`src/rtl/assert_macros.svh`:
```
// ----------------------------------------------------------------------------
// assertion macros
// shared helpers for the concurrent checks of the reorder buffer
// ----------------------------------------------------------------------------
`ifndef ASSERT_MACROS_SVH
`define ASSERT_MACROS_SVH

// same-cycle implication
`define SQR_ASSERT_NOW(label, clk, rst, ante, cons, msg) \
  label: assert property (@(posedge clk) disable iff (rst) (ante) |-> (cons)) \
    else $error(msg);

// next-cycle implication
`define SQR_ASSERT_NEXT(label, clk, rst, ante, cons, msg) \
  label: assert property (@(posedge clk) disable iff (rst) (ante) |=> (cons)) \
    else $error(msg);

`endif

```
`src/rtl/sqr_pkg.sv`:
```
// ----------------------------------------------------------------------------
// sqr_pkg
// field widths, register codes and shared types of the reorder buffer
// ----------------------------------------------------------------------------
package sqr_pkg;

  localparam int SOURCE_W  = 4;
  localparam int SEQ_W     = 32;
  localparam int HANDLE_W  = 16;
  localparam int CLOSES_W  = 5;
  localparam int CFG_IDX_W = 2;

  localparam logic [CLOSES_W-1:0] CLOSES_RESET = 5'd15;
  localparam logic [SEQ_W-1:0]    FINAL_RESET  = '1;

  // configuration register indexes
  localparam logic [CFG_IDX_W-1:0] CFG_CLOSES = 2'd0;
  localparam logic [CFG_IDX_W-1:0] CFG_FINAL  = 2'd1;

  typedef enum logic [1:0] {
    ERR_OK     = 2'd0,
    ERR_BEHIND = 2'd1,
    ERR_BEYOND = 2'd2
  } err_t;

  // one parked block
  typedef struct packed {
    logic                close;
    logic [HANDLE_W-1:0] handle;
  } slot_entry_t;

endpackage

```
`src/rtl/sqr_src_table.sv`:
```
// ----------------------------------------------------------------------------
// sqr_src_table
// per-source record memory: expected sequence, its slot position and the
// parked-slot mask; a never-written record reads as all zero
// ----------------------------------------------------------------------------
module sqr_src_table import sqr_pkg::*; #(
  parameter int SOURCES = 16,
  parameter int WINDOW  = 8
) (
  input  logic                                     clk,
  input  logic                                     rst,
  input  logic                                     rd_en,
  input  logic [((SOURCES > 1) ? $clog2(SOURCES) : 1)-1:0] rd_src,
  input  logic                                     wr_en,
  input  logic [((SOURCES > 1) ? $clog2(SOURCES) : 1)-1:0] wr_src,
  input  logic [SEQ_W-1:0]                         wr_exp,
  input  logic [((WINDOW > 1) ? $clog2(WINDOW) : 1)-1:0]   wr_head,
  input  logic [WINDOW-1:0]                        wr_bits,
  output logic [SEQ_W-1:0]                         rd_exp,
  output logic [((WINDOW > 1) ? $clog2(WINDOW) : 1)-1:0]   rd_head,
  output logic [WINDOW-1:0]                        rd_bits
);

  localparam int HW    = (WINDOW > 1) ? $clog2(WINDOW) : 1;
  localparam int REC_W = SEQ_W + HW + WINDOW;

  logic [REC_W-1:0]   mem [SOURCES];
  logic [REC_W-1:0]   rdata;
  logic [SOURCES-1:0] written;
  logic               rd_written;

  always_ff @(posedge clk) begin
    if (wr_en) begin
      mem[wr_src] <= {wr_exp, wr_head, wr_bits};
    end
    if (rd_en) begin
      rdata <= mem[rd_src];
    end
  end

  // per-record written flags stand in for a clearing pass
  always_ff @(posedge clk) begin
    if (rst) begin
      written    <= '0;
      rd_written <= 1'b0;
    end else begin
      if (wr_en) begin
        written[wr_src] <= 1'b1;
      end
      if (rd_en) begin
        rd_written <= written[rd_src];
      end
    end
  end

  assign rd_exp  = rd_written ? rdata[REC_W-1 -: SEQ_W]        : '0;
  assign rd_head = rd_written ? rdata[WINDOW +: HW]            : '0;
  assign rd_bits = rd_written ? rdata[WINDOW-1:0]              : '0;

endmodule

```
`src/rtl/sqr_slot_store.sv`:
```
// ----------------------------------------------------------------------------
// sqr_slot_store
// parked block memory, one row of WINDOW entries per source, single port
// ----------------------------------------------------------------------------
module sqr_slot_store import sqr_pkg::*; #(
  parameter int SOURCES = 16,
  parameter int WINDOW  = 8
) (
  input  logic                                     clk,
  input  logic                                     wr_en,
  input  logic                                     rd_en,
  input  logic [((SOURCES > 1) ? $clog2(SOURCES) : 1)-1:0] src,
  input  logic [((WINDOW > 1) ? $clog2(WINDOW) : 1)-1:0]   slot,
  input  slot_entry_t                              wr_entry,
  output slot_entry_t                              rd_entry
);

  localparam int DEPTH = SOURCES * WINDOW;
  localparam int AW    = $clog2(DEPTH);
  localparam logic [AW-1:0] WIN_A = AW'(WINDOW);

  slot_entry_t     mem [DEPTH];
  logic [AW-1:0]   addr;

  assign addr = AW'(src) * WIN_A + AW'(slot);

  always_ff @(posedge clk) begin
    if (wr_en) begin
      mem[addr] <= wr_entry;
    end
    if (rd_en) begin
      rd_entry <= mem[addr];
    end
  end

endmodule

```
`src/rtl/sequence_reorder_buffer.sv`:
```
// ----------------------------------------------------------------------------
// sequence_reorder_buffer
// per-source sequence reorder buffer: in-order or final-sequence blocks are
// delivered at once and release parked successors; early blocks within the
// window are parked (dropped if the slot is taken), others are rejected
// flow: a delivered or rejected block gets its first result once the record
//   read is done; each drained parked block adds one more result
// busy: no new block is taken until the block is done (record read, then
//   one slot-memory read a cycle); an out-of-range source index is ignored
// reset: records read as zero via per-source flags, no clearing pass; the
//   slot memory is not cleared; results cannot be stalled by the receiver
`include "assert_macros.svh"

module sequence_reorder_buffer import sqr_pkg::*; #(
  parameter int SOURCES = 16,
  parameter int WINDOW  = 8
) (
  input  logic                 clk,
  input  logic                 rst,
  input  logic                 start,
  output logic                 busy,
  input  logic [SOURCE_W-1:0]  source,
  input  logic [SEQ_W-1:0]     sequence_req,
  input  logic                 is_close,
  input  logic [HANDLE_W-1:0]  block_handle,
  input  logic                 cfg_valid,
  output logic                 cfg_ready,
  input  logic [CFG_IDX_W-1:0] cfg_index,
  input  logic [SEQ_W-1:0]     cfg_data,
  output logic                 result_valid,
  output logic [SOURCE_W-1:0]  out_source,
  output logic [HANDLE_W-1:0]  out_handle,
  output logic                 out_close,
  output logic                 all_closed,
  output logic [1:0]           error_code,
  output logic                 last
);

  localparam int SI = (SOURCES > 1) ? $clog2(SOURCES) : 1;
  localparam int HW = (WINDOW > 1) ? $clog2(WINDOW) : 1;
  localparam logic [HW-1:0]    HEAD_MAX = HW'(WINDOW - 1);
  localparam logic [HW:0]      WIN_H    = (HW + 1)'(WINDOW);
  localparam logic [SEQ_W-1:0] WIN_S    = SEQ_W'(WINDOW);

  typedef enum logic [1:0] {S_IDLE, S_LOOK, S_DRAIN} state_t;

  state_t              state;
  logic [SOURCE_W-1:0] src;
  logic [SEQ_W-1:0]    seq;
  logic                cls;
  logic [HANDLE_W-1:0] handle;
  logic [SEQ_W-1:0]    cur_exp;
  logic [HW-1:0]       cur_head;
  logic [WINDOW-1:0]   cur_bits;
  logic [CLOSES_W-1:0] closes_left;
  logic [SEQ_W-1:0]    final_num;

  logic [SI-1:0]       src_idx;
  logic                in_range;
  logic                accept;

  logic [SEQ_W-1:0]    t_exp;
  logic [HW-1:0]       t_head;
  logic [WINDOW-1:0]   t_bits;
  logic                tbl_wr;
  logic [SEQ_W-1:0]    tbl_exp;
  logic [HW-1:0]       tbl_head;
  logic [WINDOW-1:0]   tbl_bits;

  slot_entry_t         slot_rd_entry;
  slot_entry_t         slot_wr_entry;
  logic                slot_wr;
  logic                slot_rd;
  logic [HW-1:0]       slot_sel;

  logic [SEQ_W-1:0]    base_exp;
  logic [HW-1:0]       base_head;
  logic [WINDOW-1:0]   base_bits;
  logic                d_close;
  logic [HANDLE_W-1:0] d_handle;
  logic [SEQ_W-1:0]    exp_inc;
  logic [HW-1:0]       head_inc;
  logic                nbit;
  logic [WINDOW-1:0]   bits_clr;
  logic                match;
  logic [SEQ_W-1:0]    off;
  logic                in_win;
  logic                behind;
  logic [HW:0]         slot_sum;
  logic [HW-1:0]       park_slot;
  logic                park_free;
  logic                deliver;
  logic [CLOSES_W-1:0] cl_after;

  assign busy      = (state != S_IDLE);
  assign cfg_ready = (state == S_IDLE);
  assign accept    = start && !busy;
  assign in_range  = (32'(source) < SOURCES);
  assign src_idx   = SI'(src);

  sqr_src_table #(.SOURCES(SOURCES), .WINDOW(WINDOW)) u_table (
    .clk     (clk),
    .rst     (rst),
    .rd_en   (accept),
    .rd_src  (SI'(source)),
    .wr_en   (tbl_wr),
    .wr_src  (src_idx),
    .wr_exp  (tbl_exp),
    .wr_head (tbl_head),
    .wr_bits (tbl_bits),
    .rd_exp  (t_exp),
    .rd_head (t_head),
    .rd_bits (t_bits)
  );

  sqr_slot_store #(.SOURCES(SOURCES), .WINDOW(WINDOW)) u_slots (
    .clk      (clk),
    .wr_en    (slot_wr),
    .rd_en    (slot_rd),
    .src      (src_idx),
    .slot     (slot_sel),
    .wr_entry (slot_wr_entry),
    .rd_entry (slot_rd_entry)
  );

  assign slot_wr_entry = '{close: cls, handle: handle};

  // delivered item: the incoming block on lookup, a parked one while draining
  always_comb begin
    if (state == S_DRAIN) begin
      base_exp  = cur_exp;
      base_head = cur_head;
      base_bits = cur_bits;
      d_close   = slot_rd_entry.close;
      d_handle  = slot_rd_entry.handle;
    end else begin
      base_exp  = t_exp;
      base_head = t_head;
      base_bits = t_bits;
      d_close   = cls;
      d_handle  = handle;
    end
  end

  // slot position follows expected mod WINDOW, restarting when the count wraps
  assign exp_inc  = base_exp + 1'b1;
  assign head_inc = ((base_exp == '1) || (base_head == HEAD_MAX)) ? '0 : base_head + 1'b1;
  assign nbit     = base_bits[head_inc];
  assign bits_clr = base_bits & ~(WINDOW'(1) << head_inc);

  assign match  = (seq == t_exp) || (seq == final_num);
  assign off    = seq - t_exp;
  assign in_win = (off != '0) && (off <= WIN_S);
  assign behind = (seq < t_exp);

  // a parked number past the wrap of the count is below WINDOW, its own slot
  assign slot_sum = {1'b0, t_head} + off[HW:0];
  always_comb begin
    if (behind) begin
      park_slot = seq[HW-1:0];
    end else if (slot_sum >= WIN_H) begin
      park_slot = HW'(slot_sum - WIN_H);
    end else begin
      park_slot = slot_sum[HW-1:0];
    end
  end
  assign park_free = !t_bits[park_slot];

  assign deliver  = ((state == S_LOOK) && match) || (state == S_DRAIN);
  assign cl_after = (deliver && d_close && (closes_left != '0)) ?
                    closes_left - 1'b1 : closes_left;

  always_comb begin
    tbl_wr   = 1'b0;
    tbl_exp  = exp_inc;
    tbl_head = head_inc;
    tbl_bits = base_bits;
    slot_wr  = 1'b0;
    slot_rd  = 1'b0;
    slot_sel = head_inc;
    if (deliver) begin
      if (nbit) begin
        slot_rd = 1'b1;
      end else begin
        tbl_wr = 1'b1;
      end
    end else if ((state == S_LOOK) && in_win && park_free) begin
      slot_wr  = 1'b1;
      slot_sel = park_slot;
      tbl_wr   = 1'b1;
      tbl_exp  = t_exp;
      tbl_head = t_head;
      tbl_bits = t_bits | (WINDOW'(1) << park_slot);
    end
  end

  always_ff @(posedge clk) begin
    if (accept) begin
      src    <= source;
      seq    <= sequence_req;
      cls    <= is_close;
      handle <= block_handle;
    end
  end

  always_ff @(posedge clk) begin
    if (rst) begin
      state        <= S_IDLE;
      result_valid <= 1'b0;
      closes_left  <= CLOSES_RESET;
      final_num    <= FINAL_RESET;
    end else begin
      result_valid <= 1'b0;
      if (cfg_valid && cfg_ready) begin
        case (cfg_index)
          CFG_CLOSES: closes_left <= cfg_data[CLOSES_W-1:0];
          CFG_FINAL:  final_num   <= cfg_data;
          default: ;
        endcase
      end
      if (deliver) begin
        result_valid <= 1'b1;
        out_source   <= src;
        out_handle   <= d_handle;
        out_close    <= d_close;
        all_closed   <= (cl_after == '0);
        error_code   <= ERR_OK;
        last         <= !nbit;
        closes_left  <= cl_after;
        cur_exp      <= exp_inc;
        cur_head     <= head_inc;
        cur_bits     <= bits_clr;
      end
      case (state)
        S_IDLE: begin
          if (accept && in_range) begin
            state <= S_LOOK;
          end
        end
        S_LOOK: begin
          if (match) begin
            state <= nbit ? S_DRAIN : S_IDLE;
          end else begin
            state <= S_IDLE;
            if (!in_win) begin
              result_valid <= 1'b1;
              out_source   <= src;
              out_handle   <= '0;
              out_close    <= 1'b0;
              all_closed   <= (closes_left == '0);
              error_code   <= behind ? ERR_BEHIND : ERR_BEYOND;
              last         <= 1'b1;
            end
          end
        end
        S_DRAIN: begin
          if (!nbit) begin
            state <= S_IDLE;
          end
        end
        default: state <= S_IDLE;
      endcase
    end
  end

  `SQR_ASSERT_NOW(a_slot_port, clk, rst, slot_wr, !slot_rd, "slot memory read and write collide")
  `SQR_ASSERT_NOW(a_drain_read, clk, rst, state == S_DRAIN, $past(slot_rd), "drain without read")
  `SQR_ASSERT_NEXT(a_result_src, clk, rst, state == S_IDLE, !result_valid, "result after idle")
  `SQR_ASSERT_NOW(a_closed, clk, rst, result_valid && all_closed, closes_left == '0, "closes left")

endmodule
```
`config.mk`:
```
export PLATFORM = sky130hd
export DESIGN_NAME = sequence_reorder_buffer
export DESIGN_NICKNAME = d
export VERILOG_FILES = /design/src/rtl/sqr_pkg.sv /design/src/rtl/sqr_src_table.sv /design/src/rtl/sqr_slot_store.sv /design/src/rtl/sequence_reorder_buffer.sv
export VERILOG_INCLUDE_DIRS = /design/src /design/src/rtl
export SDC_FILE = /design/constraint.sdc
export NUM_CORES = 2
export LEC_CHECK = 0
export BUFFER_PORTS_ARGS = -buffer_cell sky130_fd_sc_hd__buf_2
export CAP_MARGIN = 15
export CORE_ASPECT_RATIO = 1.2
export CORE_MARGIN = 2
export CORE_UTILIZATION = 30
export CTS_BUF_LIST = sky130_fd_sc_hd__clkbuf_2
export DETAILED_ROUTE_END_ITERATION = 7
export PLACE_DENSITY_LB_ADDON = 0.08
export SLEW_MARGIN = 20
export SYNTH_ARGS = -nofsm -noshare
export SYNTH_HDL_FRONTEND = slang
export SYNTH_SLANG_ARGS = --single-unit
```
`constraint.sdc`:
```
create_clock -name clk -period 11.4 [get_ports clk]
set_input_delay 1.71 -clock clk [delete_from_list [all_inputs] [get_ports clk]]
set_output_delay 1.71 -clock clk [all_outputs]
set_load 0.1 [all_outputs]
```
* Word-level counts from Yosys, hierarchy flattened
Memories as Yosys holds them, arrays and structs flattened. A register that Yosys moved wholly into a read port is not among the register bits.
Cells that the tools add are included.
** Word-level totals
- Register bits :: 178
- Latch bits :: 0
- Bits in writable memories :: 2864
- Bits in read-only memories :: 0
- Input port bits :: 91
- Output and inout port bits :: 28
- Word-level logic and storage cells :: 155
- Memories :: 2
** Operators by class
- Add/sub/neg operators :: 7
- Multiply operators :: 0
- Divide/modulo/power cells :: 0
- $lt $le $gt $ge :: 8
- Eq/ne operators :: 9
- Shift operators :: 2
- Multiplexer cells :: 75
- Bitwise gates (word level) :: 5
- Reduce and logical (&&, ||, !) cells :: 28
** Memories
- u_slots.mem :: depth 128, bits a word 17, read ports 1, clocked after memory_dff 1, write ports 1, line sqr_slot_store.sv:22 : slot_entry_t mem [DEPTH];
- u_table.mem :: depth 16, bits a word 43, read ports 1, clocked after memory_dff 1, write ports 1, line sqr_src_table.sv:27 : logic [REC_W-1:0] mem [SOURCES];
** Operators by type and width (count)
- 32-bit two-way mux :: 4
- 16-bit two-way mux :: 5
- 32-bit == test :: 2
- 32-bit by 1-bit adder with 32-bit output, second input constant :: 1
- 32-bit == test, second input constant :: 1
- 32-bit by 4-bit less-or-equal comparator with 1-bit output, second input constant :: 1
- 32-bit less-than comparator :: 1
- 8-bit two-way mux :: 4
- 32-bit nonzero test :: 1
- 32-bit subtractor :: 1
- 1-bit two-way mux :: 31
- 3-bit two-way mux :: 9
- 5-bit two-way mux :: 4
- 2-bit two-way mux :: 9
- 4-bit two-way mux :: 4
- 16-bit OR :: 1
- 1-bit by 3-bit left shift with 8-bit output, first input constant :: 2
- 5-bit logical NOT :: 2
- 4-bit by 5-bit less-than comparator with 1-bit output, second input constant :: 2
- 1-bit logical AND :: 9
- 8-bit AND :: 1
- 3-bit by 4-bit less-than comparator with 1-bit output, second input constant :: 2
- 8-bit NOT :: 1
- 8-bit OR :: 1
- other kinds (23) :: 35

* Longest topological paths before layout
- Depth after elaboration :: 14
- Gate-level depth with buffers :: 29
- Depth with buffers taken out :: 19

* By module
A second synthesis with hierarchy kept.
** Unflattened totals
- Cells, all modules :: 7175
- Area, all modules :: 123130.6 um^2
** By module, submodules not included
- sqr_slot_store :: instances 1, cells an instance 4866, area each 84284.6 um^2, seq. area each 65853.2 um^2
- sqr_src_table :: instances 1, cells an instance 1134, area each 28209.6 um^2, seq. area each 22291.4 um^2
- sequence_reorder_buffer :: instances 1, cells an instance 1175, area each 10636.5 um^2, seq. area each 4434.3 um^2

* Least setup slack after synthesis
OpenSTA, ideal clock, no wires.
- Kind :: reg2reg
- From :: reg state[1]
- To :: mem u_table.mem[10][0] (netlist bit), enable pin
- Setup time :: 0.445 ns
- Arrival time :: 7.109 ns
- Data required time :: 10.955 ns
- Setup slack :: 3.846 ns
- Stages on the path, launching flop included :: 26
- Path buffers :: 10
- Period minus slack after synthesis :: 7.554 ns
- Cell sequence :: dfxtp_1 nor2b_1 clkbuf_1 buf_2 buf_2 buf_2 buf_1 clkbuf_1 clkbuf_1 buf_1 nand2_1 o21ai_0 ha_1 nor3b_1 nand4_1 nand4b_1 nor3b_2 a21oi_1 nand2_1 clkbuf_1 clkbuf_1 mux2_2 nor2b_1 nor2_1 or2_2 nor2_1
** Between the ends
- Longest elaborated chain between the ends :: 11
- Elaborated cells between the ends (all ways) :: 21
- Classes of those cells :: add/sub (1); eq/ne (4); mux (11); reduce/logical (5)
** RTL lines
- start, declared :: line sequence_reorder_buffer.sv:47 : state_t state;
- start signal, assigned :: line sequence_reorder_buffer.sv:242 : state <= nbit ? S_DRAIN : S_IDLE;
- 2-bit == test :: line sequence_reorder_buffer.sv:130, sequence_reorder_buffer.sv:169
- 32-bit two-way mux / 3-bit two-way mux (equally long branches) :: line sequence_reorder_buffer.sv:130 : if (state == S_DRAIN) begin
- 32-bit == test / 3-bit == test (equally long branches) :: line sequence_reorder_buffer.sv:147 : assign head_inc = ((base_exp == '1) || (base_head == HEAD_MAX)) ? '0 : base_head + 1'b1;
- 1-bit logical OR :: line sequence_reorder_buffer.sv:147
- 3-bit two-way mux :: line sequence_reorder_buffer.sv:147
- 1-bit binary-select mux with 3-bit select :: line sequence_reorder_buffer.sv:148 : assign nbit = base_bits[head_inc];
- 1-bit two-way mux (implied by the code) :: line sequence_reorder_buffer.sv:148
- 1-bit two-way mux :: line sequence_reorder_buffer.sv:182 : if (nbit) begin
- 1-bit two-way mux (*) :: line sequence_reorder_buffer.sv:181 : if (deliver) begin
- 1-bit two-way mux (*) :: line sqr_src_table.sv:33 : if (wr_en) begin
- 1-bit two-way mux (implied by the code) (*) :: line sqr_src_table.sv:34 : mem[wr_src] <= {wr_exp, wr_head, wr_bits};
- end, declared :: line sqr_src_table.sv:27
Mark *: on every way between the ends. The rest lies on a longest branch, timed or not. The select of a mux whose other input is x is not followed.

* Worst setup path after layout
- From :: reg u_table.rd_written
- To :: reg, netlist name u_slots.rd_entry[12]
** Between the ends
- Longest elaborated chain between the ends :: 13
- Elaborated cells between the ends (all ways) :: 37
- Classes of those cells :: add/sub (5); order compare (3); eq/ne (3); mux (17); reduce/logical (9)
** RTL lines
- start, declared :: line sqr_src_table.sv:30 : logic rd_written;
- start signal, assigned :: line sqr_src_table.sv:51 : rd_written <= written[rd_src];
- 32-bit two-way mux :: line sqr_src_table.sv:56 : assign rd_exp = rd_written ? rdata[REC_W-1 -: SEQ_W] : '0;
- 32-bit subtractor :: line sequence_reorder_buffer.sv:152 : assign off = seq - t_exp;
- 3-bit by 4-bit adder with 4-bit output :: line sequence_reorder_buffer.sv:157 : assign slot_sum = {1'b0, t_head} + off[HW:0];
- 4-bit greater-or-equal comparator / 3-bit by 1-bit subtractor with 3-bit output (equally long branches) :: line sequence_reorder_buffer.sv:161, sequence_reorder_buffer.sv:162
- 3-bit two-way mux :: line sequence_reorder_buffer.sv:161 : end else if (slot_sum >= WIN_H) begin
- 3-bit two-way mux :: line sequence_reorder_buffer.sv:159 : if (behind) begin
- 1-bit binary-select mux with 3-bit select :: line sequence_reorder_buffer.sv:167 : assign park_free = !t_bits[park_slot];
- 1-bit two-way mux (implied by the code) :: line sequence_reorder_buffer.sv:167
- 1-bit logical NOT :: line sequence_reorder_buffer.sv:167
- 1-bit logical AND :: line sequence_reorder_buffer.sv:187 : end else if ((state == S_LOOK) && in_win && park_free) begin
- 3-bit two-way mux :: line sequence_reorder_buffer.sv:187
- 3-bit two-way mux :: line sequence_reorder_buffer.sv:181
- 7-bit by 3-bit adder with 7-bit output :: line sqr_slot_store.sv:25 : assign addr = AW'(src) * WIN_A + AW'(slot);
Parallel ways exist; a longest one is shown, timed or not. The select of a mux whose other input is x is not followed.
A chain may end at the register's enable or synchronous reset.

==> summary.txt <==
Run status
  • Status: finished clean

Clock network
  • Clock latency on the worst-skew pair: 2290 ps
  • Total CTS buffers: 788
  • Root buffer cell: clkbuf_2
  • Setup Fix Bufs, Post-CTS: 0
  • Clock buffer depth: 4
  • Reg clk slew, reported paths: 100 ps
  • H-tree depth: 6
  • CTS tree: yes
  • Clk sink count: 3102

Drt
  • First-pass iteration count of the detailed router: 5
  • Drt total wl: 427000 µm
  • Routed len/inst: 29.8 µm
  • Vias: 73600
  • DRT iter0 DRCs: 6225
  • Vias/cell: 5.13
  • Post-route ant nets: 0
  • Drt drc: 0

Yosys
  • Mux cell area share after synthesis: 0.111
  • Yosys top cell area share: 0.734
  • Yosys warnings: 0
  • Async SR Flop Fraction: 0
  • Synth Register Bits: 3102
  • Largest family of logic cells by synthesized area: multiplexers
  • Adder-Cell Fraction of Synth Area: 0.00404
  • EDFF count, synth: 3045
  • Synth Area in Compound Gates: 0.0718
  • Simple-gate share of the synthesized area: 0.0467
  • Yosys top cell by area: edfxtp_1
  • Synth Net Count: 7408
  • Mean Syn Cell Area: 17.1 µm²
  • Register area share after synthesis: 0.743
  • Cell count after synthesis: 7278
  • Cell Area, Synth: 125000 µm²
  • Ys flop type: edfxtp_1
  • Synth Area in XOR/XNOR: 0.00570
  • Synth cell types: 90
  • Largest cells by area after synthesis: edfxtp_1 (73%), mux4_2 (5.7%), mux2i_1 (4.6%)

Floorplanning
  • Die H: 710 µm
  • # rows: 259
  • Starting Density: 0.301
  • # IOs: 119
  • Die footprint: 420000 µm²
  • Chip Width: 592 µm
  • Core footprint: 414000 µm²

STA
  • Clock period minus worst slack: 9190 ps
  • Final Slew Violations: 0
  • Skew final: 281 ps
  • Final hold slack: 376 ps
  • Final setup violation count: 0
  • Fin crit share: 0.806
  • Final Hold Vio Count: 0
  • RSZ-0062 raised after global routing: no
  • Setup TNS: 0 ps
  • Tightest Pin Transition: 1150 ps
  • Fmax: 109 MHz
  • Slew headroom: 0.222

Global route
  • Global route overflow: 0
  • First-pass GRT wire length: 594000 µm
  • Largest net degree at the start of global routing: 130
  • Initial antenna violation count: 23
  • Vias in the first global route: 75500
  • Total GRT Usage: 0.199

Layout
  • Non-Filler Instances: 14300
  • Fill count: 40100
  • Final nets: 8395
  • Synth-to-Final Area Change: 14.7%
  • Share of cells above drive strength 1: 0.262

Setup path
  • CP arrival: 11230 ps
  • Kind of critical path: reg2reg
  • CP max FO: 108
  • Critical path required time: 13440 ps
  • CP peak stage delay: 780 ps
  • Reg2Reg Setup Slack: 2210 ps
  • Top cell by count, worst path: buf_4
  • Crit path cell chain: buf_4 > nand2_1 > ha_1 > a21oi_1 > o21ai_1 > nor2_1 > nand2_1 > or3_1 > a21o_1 > nor4_1 > and4_1 > nand3_2 > buf_4 > nand2_4 > buf_12 > buf_4 > mux2i_1 > o22ai_1 > a2bb2oi_1 > o22ai_2 > nor4_1
  • Critical path's slowest cell: and4_1
  • Startpoint type of the worst setup path: register
  • CP Capture Type: register
  • R2R cell count: 21

Pwr
  • Worst VDD drop: 0.0956 mV
  • Pwr Total: 21.1 mW
  • Lkg Pwr: 45.3 nW
  • Cell Pwr Density: 147 nW/µm²

Placed design
  • IO Port Bufs: 118
  • Placer Congestion: 0.833
  • HPWL after detailed placement: 249000 µm
  • Placed insts: 12800

Hold path
  • Min-Delay Path Class: in2reg
  • Hold depth: 5

Job
  • Max-Cap Viols: 0
## cell usage after synthesis (20+ instances only)
cell type	count
mux2_2	80
a2bb2oi_1	32
a211oi_1	85
nor4_1	27
a31oi_1	35
nand4_1	30
o22ai_1	155
a311oi_1	55
nor3_1	44
mux2i_1	570
nand2_1	625
buf_2	96
a211o_1	20
buf_4	22
o221ai_1	86
buf_1	41
o22a_1	37
nor2_1	247
dfxtp_1	57
nand3_1	188
a21boi_0	21
a21oi_1	270
clkbuf_1	290
o21ai_0	203
and2_1	23
a21o_1	44
inv_1	31
a2111oi_0	25
edfxtp_1	3045
a221oi_1	21
xnor2_1	65
ha_1	37
o211a_1	49
mux4_2	318
## cell usage in the layout, fill, tap and decap left out, types with 22 or more instances in the layout
cell type | Yosys | final
nand2_1 | 625 | 612
a211oi_1 | 85 | 84
mux4_2 | 318 | 318
o21ai_0 | 203 | 184
buf_12 | 0 | 27
o22ai_1 | 155 | 148
o221ai_1 | 86 | 86
o211a_1 | 49 | 49
a2bb2oi_1 | 32 | 32
buf_2 | 96 | 115
clkbuf_2 | 0 | 1164
dfxtp_1 | 57 | 56
nor2_4 | 0 | 35
nor2_1 | 247 | 135
clkinv_1 | 3 | 122
o22a_1 | 37 | 37
a21oi_1 | 270 | 260
mux2i_1 | 570 | 567
dlygate4sd3_1 | 0 | 202
buf_4 | 22 | 308
edfxtp_1 | 3045 | 3045
a311oi_1 | 55 | 55
nand3_1 | 188 | 186
nor3_1 | 44 | 42
nor4_1 | 27 | 27
mux2_2 | 80 | 80
a21o_1 | 44 | 44
nand4_1 | 30 | 30
ha_1 | 37 | 37
xnor2_1 | 65 | 65
nor2_2 | 0 | 77
a31oi_1 | 35 | 33
and2_1 | 23 | 22
inv_1 | 31 | 30
## metal layers
| layer | vias to the layer above | wire [µm] | GRT usage |
|---|---|---|---|
| li1 | 31700 | - | - |
| met1 | 38900 | 192000 | 0.275 |
| met2 | 2466 | 205000 | 0.328 |
| met3 | 574 | 21400 | 0.0313 |
| met4 | 6 | 9150 | 0.0499 |
| met5 | - | 35 | 0 |
## path summary, 6_finish.rpt
path | startpoint | end
worst min-delay path | cfg_index[1] | final_num[0]
worst min register to register | u_table.written[3] | u_table.written[3]
worst max register to register | u_table.rd_written | u_slots.rd_entry[12]
worst max-delay path | u_table.rd_written | u_slots.rd_entry[12]
## layout make-up
class	instances	area, µm²	area share
flip-flops and latches	3102	92600	0.648
repair buffers	660	5570	0.0390
clock buffers	1164	5830	0.0408
diodes	18	45.0	0.000315
clock inverters	197	1200	0.00841
well taps	5481	6860	0.0480
inverters	37	145	0.00102
multi-input cells	3676	30600	0.214
## sequential cells by signal, summed over array words and instances, names as in the netlist, 2 cells and up
name / cells
cur_exp: 32
seq: 32
error_code: 2
final_num: 32
cur_bits: 8
u_slots.mem: 2176
cur_head: 3
u_slots.rd_entry: 17
handle: 16
u_table.written: 16
closes_left: 5
out_handle: 16
u_table.mem: 688
src: 4
state: 2
u_table.rdata: 43
out_source: 4
## worst max-delay path: cells and delay by family, from the launching register on
family / cells / cell delay [ps]
compound gates: 6 / 2210
fa+ha+maj: 1 / 470
buf+inv: 4 / 1780
flops: 1 / 520
mux: 1 / 150
simple gates: 9 / 3380
## where the power goes
part           switching, mW  leakage [nW]  internal [mW]  total, mW
combinational          0.587          11.9          0.251      0.838
clock                   4.71          5.40           2.96       7.67
sequential            0.0503          28.0           12.5       12.6
## stage by stage
stage	util	area (µm²)	setup WS, ps
2_1_floorplan	-	125000	3850
3_3_place_gp	0.322	133000	1840
3_5_place_dp	0.323	134000	2290
4_1_cts	0.345	143000	2400
5_1_grt	0.345	143000	1890
6_report	0.345	143000	2210
## cell families (layout without fill, tap and decap cells)
| family | Yosys count | in the layout |
|---|---|---|
| AO/OA/AOI/OAI | 1289 | 1289 |
| XOR/XNOR | 81 | 81 |
| adder cells (fa/ha/maj) | 39 | 39 |
| buffers and inverters | 500 | 2058 |
| flip-flops | 3102 | 3102 |
| multiplexers | 972 | 972 |
| other | 0 | 18 |
| AND/OR/NAND/NOR | 1295 | 1295 |
## repair_timing
action	4_1_cts	5_1_grt
resized for setup	0	0
hold buffers	202	0
endpoints found under the hold margin	144	0
setup endpoints to repair	0	0
No activity file was read; power rests on OpenSTA's default activity.
